## src/design/sorted_store_interpolation_search_unit_assert.svh

```systemverilog
// assertion macros for the sorted store search unit
// expects clk_i and rst_ni in the scope that uses them
`ifndef SORTED_STORE_INTERPOLATION_SEARCH_UNIT_ASSERT_SVH
`define SORTED_STORE_INTERPOLATION_SEARCH_UNIT_ASSERT_SVH
`ifndef NO_ASSERTIONS
`define SSIS_ASSERT(label, prop, msg) \
  label: assert property (@(posedge clk_i) disable iff (!rst_ni) (prop)) else $error(msg);
`define SSIS_ASSERT_NEXT(label, ante, cons, msg) \
  label: assert property (@(posedge clk_i) disable iff (!rst_ni) (ante) |=> (cons)) \
    else $error(msg);
`else
`define SSIS_ASSERT(label, prop, msg)
`define SSIS_ASSERT_NEXT(label, ante, cons, msg)
`endif
`endif

```

## src/design/ssis_ram.sv

```systemverilog
// single write, single read element store with registered read data
// generic, no package dependency
module ssis_ram #(
  parameter int Depth = 128,
  parameter int Width = 32,
  parameter int AddrW = $clog2(Depth)
) (
  input  logic             clk_i,
  input  logic             we_i,
  input  logic [AddrW-1:0] waddr_i,
  input  logic [Width-1:0] wdata_i,
  input  logic [AddrW-1:0] raddr_i,
  output logic [Width-1:0] rdata_o
);
  logic [Width-1:0] mem [Depth];
  logic [Width-1:0] rdata_q;

  // write port
  always_ff @(posedge clk_i) begin
    if (we_i) begin
      mem[waddr_i] <= wdata_i;
    end
  end

  // read port
  always_ff @(posedge clk_i) begin
    rdata_q <= mem[raddr_i];
  end

  assign rdata_o = rdata_q;
endmodule

```

## config.mk

```make
export PLATFORM = sky130hd
export DESIGN_NAME = ssis_ram
export DESIGN_NICKNAME = d
export VERILOG_FILES = /design/src/design/sorted_store_interpolation_search_unit_assert.svh /design/src/design/ssis_ram.sv
export SDC_FILE = /design/constraint.sdc
export NUM_CORES = 2
export LEC_CHECK = 0
export BUFFER_PORTS_ARGS = -buffer_cell sky130_fd_sc_hd__buf_2
export CAP_MARGIN = 20
export CORE_ASPECT_RATIO = 1.25
export CORE_MARGIN = 1
export CORE_UTILIZATION = 38
export DETAILED_ROUTE_END_ITERATION = 10
export SYNTH_ARGS = -nofsm -noshare
export SYNTH_HDL_FRONTEND = slang
export SYNTH_SLANG_ARGS = --single-unit
```

## constraint.sdc

```tcl
create_clock -name clk_i -period 7.1 [get_ports clk_i]
set_input_delay 0.71 -clock clk_i [delete_from_list [all_inputs] [get_ports clk_i]]
set_output_delay 0.71 -clock clk_i [all_outputs]
set_load 0.02 [all_outputs]
```

==> results.md <==
* Post-CTS setup repair buffer count at 0
* Multiplexer share of the synthesized area at around 20%
* Crit path max fanout at 82
* Yosys reg bits at 4128
* WP data arrival at 4.43 ns
* Critical path data required time at around 7.9 ns
* CTS resizes at 0
* Sequential area share after synthesis at 79.1%
* Slowest cell on crit path: mux4_2
* Slew Limit Fails at 0
* Leakage at 0.0538 µW
* Crit path max-delay family: multiplexers
* Finished Layout Cells at between 10000 and 15000
* Initial Util at 38.3%
* Final wirelength at 426 mm
* Status: finished clean
* Crit. End Element: flip-flop
* Worst path cell trace: buf_12 > buf_12 > buf_4 > mux4_2 > mux4_2 > mux4_2 > mux2_2
* Die width at 576 µm
* CTS tree: done
* CTS H-tree depth at 5
* Port Buffer Count at 79
* Core box area at 0.408 mm²
* Post-route cell area at 0.178 mm²
* Initial antenna violation count at between 60 and 70
* Syn_nets at 6038
* Max VDD drop at 0.191 mV
* Worst slew pin tran at about 1.2 ns
* DP HPWL at 237 mm
* Worst setup SP type: input pin
* Compound-gate portion of the synthesized area at 0%
* Synth top area cells: edfxtp_1, mux4_2, clkbuf_1, dfxtp_1, nor2_1
* Avg Synthesized Cell Area at around 26 µm²
* RD Place Congestion at 0.795
* Achievable Freq at 0.275 GHz
* Clk_skew at 0.0560 ns
* Largest family of logic cells by synthesized area: multiplexers
* Via count at 70200
* RSZ-0062 raised after global routing: false
* Skew-Pair Late Insertion Delay at roughly 0.94 ns
* Power, Total at approximately 50000 µW
* Root Driver: clkbuf_16
* Slew headroom at 18.7%
* Layout cells sized above 1 at around 36%
* First-pass GRT wire length at a little under 600 mm
* Total GRT Usage at between 20% and 30%
* Setup_tns at 0 ns
* Endpoints failing setup at 0
* Cell mode on critical path: mux4_2
* Area Overhead vs Synth at 14.0%
* Vias per cell at 5.78
* Std cell rows at 262
* Final nets at 6421
* Clock transition at path regs at around 0.060 ns
* Routed Antenna Nets at 0
* WL/cell at 35.1 µm
* Leading area contributor after synthesis: edfxtp_1
* Crit path buf inv count at 3
* Largest net degree at the start of global routing at 130
* I/O Pins at 80
* Max-cap violations at 0
* Post-DP Area at 0.165 mm²
* Total die area at between 0.4 and 0.5 mm²
* Layout fillers at 34000
* Die height at 719 µm
* Area of the mapped netlist at about 0.16 mm²
* # DRC at 0
* Final worst-path cycle share at just over 50%
* XOR/XNOR Fraction of Synth Area at 0%
* Drt pass-1 iters at 5
* CP peak stage delay at 0.66 ns
* DP Cell Count at 11400
* Min Tclk post-route at 3.63 ns
* Pwr/cell area at 283 mW/mm²
* Yosys Warn Count at 0
* Clk sinks at 4128
* Maximum clock path buffer count at 4
* Endpoints failing hold at 0
* Number of global-route vias before repair at 71700
* Top-area cell type share of the netlist area at 78.7%
* Post-synthesis adder-cell area fraction at 0%
* Synth unique cells at 17
* TritonCTS buffer count at 381
* # hold bufs at CTS at 0
* Initial detailed-routing violation count at 8868
* Simple-gate share of the synthesized area at 0.446%
* Cells after Synth at 5990
* Hold Path Class: in2reg
* Global route overflow at 0
* Critical path type: in2reg
## flip-flops by register name (all words and copies together), names as in the netlist
signal	flops
rdata_o	32
mem	4096
## routing by layer
metal | track usage (%) | part of all wire, % | vias up
met1 | 27.1 | 38 | 39400
met4 | 5.56 | 2.8 | 28
li1 | - | - | 27200
met3 | 4.10 | 8.6 | 545
met5 | 0 | 0.039 | -
met2 | 34.6 | 50 | 3124
## kinds of logic after synthesis
group	Yosys count
buffers and inverters	316
flip-flops	4128
multiplexers	1376
AND/OR/NAND/NOR	170
## per-stage QoR
stage,hold slack (ns),setup slack [ns],utilization [%]
2_1_floorplan,0.809,3.15,-
3_3_place_gp,1.01,2.51,40.5
3_5_place_dp,1.04,2.50,40.5
4_1_cts,0.0741,3.50,43.6
5_1_grt,0.127,3.34,43.6
6_report,0.139,3.47,43.6
## synth_stat cells (all sizes together)
cell,instances
buf,134
clkbuf,182
dfxtp,32
edfxtp,4096
mux2,32
mux4,1344
nand2,14
nand2b,2
nand3,12
nand4,3
nor2,122
nor2b,7
nor3,9
or3,1
## placed cells by master, fill, tap and decap left out, drive strengths merged, types with 19 or more instances in the layout
cell,netlist,routed
nor2,122,122
dfxtp,32,32
edfxtp,4096,4096
clkbuf,182,464
bufinv,0,43
buf,134,316
mux2,32,32
clkinv,0,155
diode,0,46
mux4,1344,1344
clkinvlp,0,19
## cell type report
class	count	area [µm²]	share of cell area (%)
Clock buffer	464	10200	5.70
Tap cell	5412	6770	3.80
Antenna cell	46	115	0.0646
Multi-Input combinational cell	1546	32300	18.1
Sequential cell	4128	124000	69.4
Timing Repair Buffer	316	2780	1.56
Clock inverter	231	2360	1.32
## worst paths after layout
kind                                   from           to  slack, ns  cells after the start
worst max-delay path             raddr_i[0]  rdata_o[24]       3.47                      7
worst min-delay path            wdata_i[26]  mem[87][26]       0.14                      1
worst max register to register  mem[101][3]   rdata_o[3]       4.42                      4
worst min register to register  mem[26][17]  rdata_o[17]       1.14                      4
## report_power, final
group,total (µW),internal [µW],switching (µW)
sequential,27000,26900,127
combinational,2650,979,1680
clock,20800,11800,9000
Note: power is estimated with default switching activity, not from simulation.
