<file path="src/design/sorted_store_interpolation_search_unit_assert.svh">
// assertion macros for the sorted store search unit
// expects clk_i and rst_ni in the scope that uses them
`ifndef SORTED_STORE_INTERPOLATION_SEARCH_UNIT_ASSERT_SVH
`define SORTED_STORE_INTERPOLATION_SEARCH_UNIT_ASSERT_SVH
`ifndef NO_ASSERTIONS
`define SSIS_ASSERT(label, prop, msg) \
  label: assert property (@(posedge clk_i) disable iff (!rst_ni) (prop)) else $error(msg);
`define SSIS_ASSERT_NEXT(label, ante, cons, msg) \
  label: assert property (@(posedge clk_i) disable iff (!rst_ni) (ante) |=> (cons)) \
    else $error(msg);
`else
`define SSIS_ASSERT(label, prop, msg)
`define SSIS_ASSERT_NEXT(label, ante, cons, msg)
`endif
`endif

</file>
<file path="src/design/ssis_pkg.sv">
// shared types and constants for the sorted store search unit
// no dependencies
package ssis_pkg;
  localparam int DEPTH  = 128;
  localparam int ADDR_W = $clog2(DEPTH);
  localparam int DATA_W = 32;
  localparam int CNT_W  = ADDR_W + 1;
  // divider operand widths: numerator 2|prod|+|den|, divisor 2|den|
  localparam int NUM_W  = 41;
  localparam int DEN_W  = 34;
  localparam int STEP_W = $clog2(NUM_W + 1);

  localparam logic FUNC_LOAD   = 1'b0;
  localparam logic FUNC_SEARCH = 1'b1;

  typedef struct packed {
    logic              func;
    logic signed [31:0] value;
    logic [6:0]        slot;
    logic [6:0]        right_bound;
    logic              last;
  } req_t;

  typedef struct packed {
    logic       found;
    logic [6:0] found_position;
  } res_t;
endpackage

</file>
<file path="src/design/ssis_div.sv">
// restoring divider, one quotient bit per cycle
// depends on ssis_pkg for operand widths
module ssis_div (
  input  logic                       clk_i,
  input  logic                       rst_ni,
  input  logic                       start_i,
  input  logic [ssis_pkg::NUM_W-1:0] num_i,
  input  logic [ssis_pkg::DEN_W-1:0] den_i,
  output logic [ssis_pkg::NUM_W-1:0] quot_o,
  output logic                       done_o
);
  import ssis_pkg::*;

  logic [DEN_W:0]   rem_q, rem_d;
  logic [NUM_W-1:0] quo_q, quo_d;
  logic [DEN_W-1:0] den_q, den_d;
  logic [STEP_W-1:0] step_q, step_d;
  logic             run_q, run_d;
  logic             done_q, done_d;
  logic [DEN_W:0]   trial;
  logic             fits;

  // one trial subtraction per step
  always_comb begin
    trial  = {rem_q[DEN_W-1:0], quo_q[NUM_W-1]};
    fits   = trial >= {1'b0, den_q};
    rem_d  = rem_q;
    quo_d  = quo_q;
    den_d  = den_q;
    step_d = step_q;
    run_d  = run_q;
    done_d = 1'b0;
    if (start_i) begin
      rem_d  = '0;
      quo_d  = num_i;
      den_d  = den_i;
      step_d = '0;
      run_d  = 1'b1;
    end else if (run_q) begin
      rem_d  = fits ? trial - {1'b0, den_q} : trial;
      quo_d  = {quo_q[NUM_W-2:0], fits};
      step_d = step_q + 1'b1;
      if (step_q == STEP_W'(NUM_W - 1)) begin
        run_d  = 1'b0;
        done_d = 1'b1;
      end
    end
  end

  always_ff @(posedge clk_i or negedge rst_ni) begin
    if (!rst_ni) begin
      run_q  <= 1'b0;
      done_q <= 1'b0;
      step_q <= '0;
    end else begin
      run_q  <= run_d;
      done_q <= done_d;
      step_q <= step_d;
    end
  end

  always_ff @(posedge clk_i) begin
    rem_q <= rem_d;
    quo_q <= quo_d;
    den_q <= den_d;
  end

  assign quot_o = quo_q;
  assign done_o = done_q;
endmodule

</file>
<file path="config.mk">
export PLATFORM = sky130hd
export DESIGN_NAME = ssis_div
export DESIGN_NICKNAME = d
export VERILOG_FILES = /design/src/design/sorted_store_interpolation_search_unit_assert.svh /design/src/design/ssis_pkg.sv /design/src/design/ssis_div.sv
export SDC_FILE = /design/constraint.sdc
export NUM_CORES = 1
export LEC_CHECK = 0
export BUFFER_PORTS_ARGS = -buffer_cell sky130_fd_sc_hd__buf_4
export CORE_MARGIN = 1
export CORE_UTILIZATION = 51
export DETAILED_ROUTE_END_ITERATION = 8
export PLACE_DENSITY = 0.74
export SLEW_MARGIN = 20
export SYNTH_ARGS = -nofsm -noshare
export SYNTH_HDL_FRONTEND = slang
export SYNTH_SLANG_ARGS = --single-unit
</file>
<file path="constraint.sdc">
create_clock -name clk_i -period 3 [get_ports clk_i]
set_clock_uncertainty 0.05 [all_clocks]
set_input_delay 0.45 -clock clk_i [delete_from_list [all_inputs] [get_ports clk_i]]
set_output_delay 0.45 -clock clk_i [all_outputs]
set_load 0.05 [all_outputs]
</file>
==> impl_metrics.toml <==
[logic_synthesis]
synth_area_leaders = "edfxtp_1, dfxtp_1, mux2_2"
synth_mux_area_share_pct = 11.3
synthSimpleGateAreaFrac_pct = 9.47
ys_ff_latch = 117
synth-async-reset-ratio_pct = 6.84
ys.flop_type = "edfxtp_1"
synth_area_per_cell_um2 = 10.8
syn_nets = 733
synth_top_family_by_area = "compound AO/OA/AOI/OAI gates"
ys_types = 63
synth_area_mm2 = 0.00667
synthXorXnorAreaFrac_pct = 4.33
synth-edff-count = 75
ys_seq_area_share_pct = 47.0
synth-compound-area-share_pct = 15.7
yosysTopAreaCell = "edfxtp_1"
synth_cells = 618
synthAdderAreaFrac_pct = 7.05
ys_warn_count = 0
netlist.area_leader.share_pct = 33.8

[clocking]
worstSkewPairLatency_ps = 430
htreeDepth = 4
cts.sinks = 117
clockBufferDepth = 2
cts_tree = "built"
root_buffer = "clkbuf_16"
numCtsBuffers = 17
clk_pin_slew_ps = 60

[sta]
worst_pin_slew_ps = 697
setup_tns_ps = 0
slew_headroom_pct = 53.5
min_period_over_period_pct = 94.0
setup_ws_ps = 181
slew_viol_final = 0
grt_setup_unrepaired = "false"
hold_viol_final = 0
whs_ps = 146
setup_viol = 0
fmax_mhz = 355
final.min_clock_period_ps = 2820

[route]
route.detailed.drc = 0
drtAntennaViolNets = 0
drtIter0Drc = 302
num_vias = 5209
wirelength_um = 15000
avgRoutedWirePerCell_um = 16.1
viasPerCell = 5.60
dr.pass1.iters = 5

[worst_setup_path]
critical_path_required_ps = 3230
crit_type = "flip-flop to flip-flop"
startpoint_type = "flip-flop"
cp_slowest_stage_delay_ps = 380
cp.arrival_ps = 3050
critical_path.most_common_cell = "a21oi_2"
critPathTopFamily = "compound AO/OA/AOI/OAI gates"
cp_max_fo = 6
critPathSlowestCell = "ha_1"
end_kind = "flip-flop"
cp_cell_sequence = "inv_1, ha_1, o211ai_2, a21oi_2, o2111ai_2, a21oi_2, o31a_1, a41o_4, buf_4, mux2i_1, a211oi_1"
cp.buffers_inverters = 2

[job]
maxCapViolations = 0

[power]
peakVddDrop_uv = 580
switching_power_w = 0.00290
netSwitchingFraction_pct = 37.8
share_comb_of_total_power_pct = 44.9
p_int_w = 0.00477
power_frac_seq_pct = 29.6
pwr-share-clk_pct = 25.5
p_leak_nw = 3.56
powerDensity_mw_per_mm2 = 911

[finish]
area.growth.synth_to_final_pct = 26.3
n_fill_cell = 983
final_nets = 860
diodes = 0
drive_above_1_share_pct = 30.9
final_util_pct = 66.5

[floorplan]
die_y_um = 116
dieArea_mm2 = 0.0135
ioPinCount = 120
core-area_mm2 = 0.0127
row_count = 41
die_x_um = 116
start_util_pct = 52.6

[placed_design]
io_buffers = 119
post-place-ws_ps = 8.28
globalplace.congestion = 0.876
hpwl_um = 10500

[global_route]
grtUsageTotal_pct = 23.3
grt_pass1_wl_um = 24100
grt_max_degree = 54
antenna_found_initial = 0
grt_pass1_vias = 4991
grt_overflow = 0

[outcome]
status = "finished clean"

[hold_path]
min-delay-path-class = "primary input to flip-flop"
-- routing by layer --
metal	vias up	share of wire (%)	GRT usage, %
li1	2537	-	-
met1	2512	44	29.1
met2	141	49	38.3
met3	19	5.0	6.49
met4	0	1.7	8.80
met5	-	0	0
-- Yosys cell counts (all sizes together) (9+ instances only) --
| library cell | instances |
|---|---|
| a21o | 9 |
| o21ai | 25 |
| ha | 36 |
| nor2 | 51 |
| clkbuf | 20 |
| edfxtp | 75 |
| inv | 49 |
| mux2i | 28 |
| nand2b | 13 |
| dfxtp | 34 |
| a21oi | 37 |
| mux2 | 42 |
| nand4 | 14 |
| xnor2 | 17 |
| buf | 12 |
| a211oi | 28 |
| xor2 | 16 |
| nand2 | 27 |
-- flip-flops by register name, summed over array words and instances (netlist names) --
signal / cells
quot_o: 41
run_q: 1
step_q: 6
den_q: 34
rem_q: 34
done_o: 1
-- per-stage QoR --
step | power [W] | instance area [um2] | cells
3_3_place_gp | 0.00545 | 7750 | 891
6_report | 0.00767 | 8420 | 930
5_1_grt | 0.00810 | 8420 | 930
4_1_cts | 0.00754 | 8330 | 924
3_5_place_dp | 0.00553 | 7750 | 891
2_1_floorplan | 0.00481 | 6670 | 618
-- power groups by stage --
stage	Clock [W]	Combinational (W)	Sequential, W
after global routing	0.00206	0.00373	0.00231
after floorplan	0	0.00232	0.00249
after global placement	0	0.00317	0.00228
final	0.00196	0.00344	0.00227
after CTS	0.00200	0.00328	0.00227
after detailed placement	0	0.00324	0.00229
-- kinds of logic after synthesis --
kind of cell / Yosys count
buffers and inverters: 81
AND/OR/NAND/NOR: 133
AO/OA/AOI/OAI: 147
multiplexers: 70
flip-flops: 117
XOR/XNOR: 33
adder cells (fa/ha/maj): 37
-- layout make-up --
class	count	area (um2)	area share, %
repair buffers	139	1070	12.7
clock buffers	20	437	5.18
clock inverters	12	130	1.55
well taps	172	215	2.56
flip-flops and latches	117	3130	37.2
multi-input cells	421	3250	38.6
inverters	49	184	2.18
-- final timing paths --
kind	slack, ps	to	cells after the start	start
setup / recovery	180	rem_q[3]	11	den_q[4]
hold / removal	150	den_q[17]	1	den_i[17]
setup reg to reg	180	rem_q[3]	11	den_q[4]
hold reg to reg	450	rem_q[25]	2	rem_q[25]
max in group asynchronous	2420	run_q	2	rst_ni
min in group asynchronous	340	step_q[0]	2	rst_ni
-- repair_timing --
action / 4_1_cts / 5_1_grt
gates resized for setup: 1 / 14
pin swaps: 0 / 8
hold buffers: 1 / 0
endpoints found under the setup margin: 2 / 26
setup buffers: 0 / 5
gates cloned: 0 / 1
hold endpoints to repair: 8 / 0
-- cell usage in the layout, fill, tap and decap left out, types with 7 or more instances in the layout --
| master | n |
|---|---|
| o21ai_0 | 15 |
| nand3_1 | 7 |
| ha_1 | 34 |
| xnor2_1 | 17 |
| dfrtp_1 | 7 |
| a21o_1 | 9 |
| a21oi_1 | 32 |
| inv_1 | 48 |
| nand4_1 | 14 |
| edfxtp_1 | 75 |
| o21ai_1 | 8 |
| nand2_1 | 27 |
| a211oi_1 | 27 |
| xor2_1 | 16 |
| nand2b_1 | 13 |
| nor2_1 | 51 |
| buf_4 | 136 |
| o21a_1 | 8 |
| mux2_2 | 41 |
| mux2i_1 | 28 |
| dfxtp_1 | 34 |
| clkbuf_16 | 17 |
No activity file was read; power rests on OpenSTA's default activity.
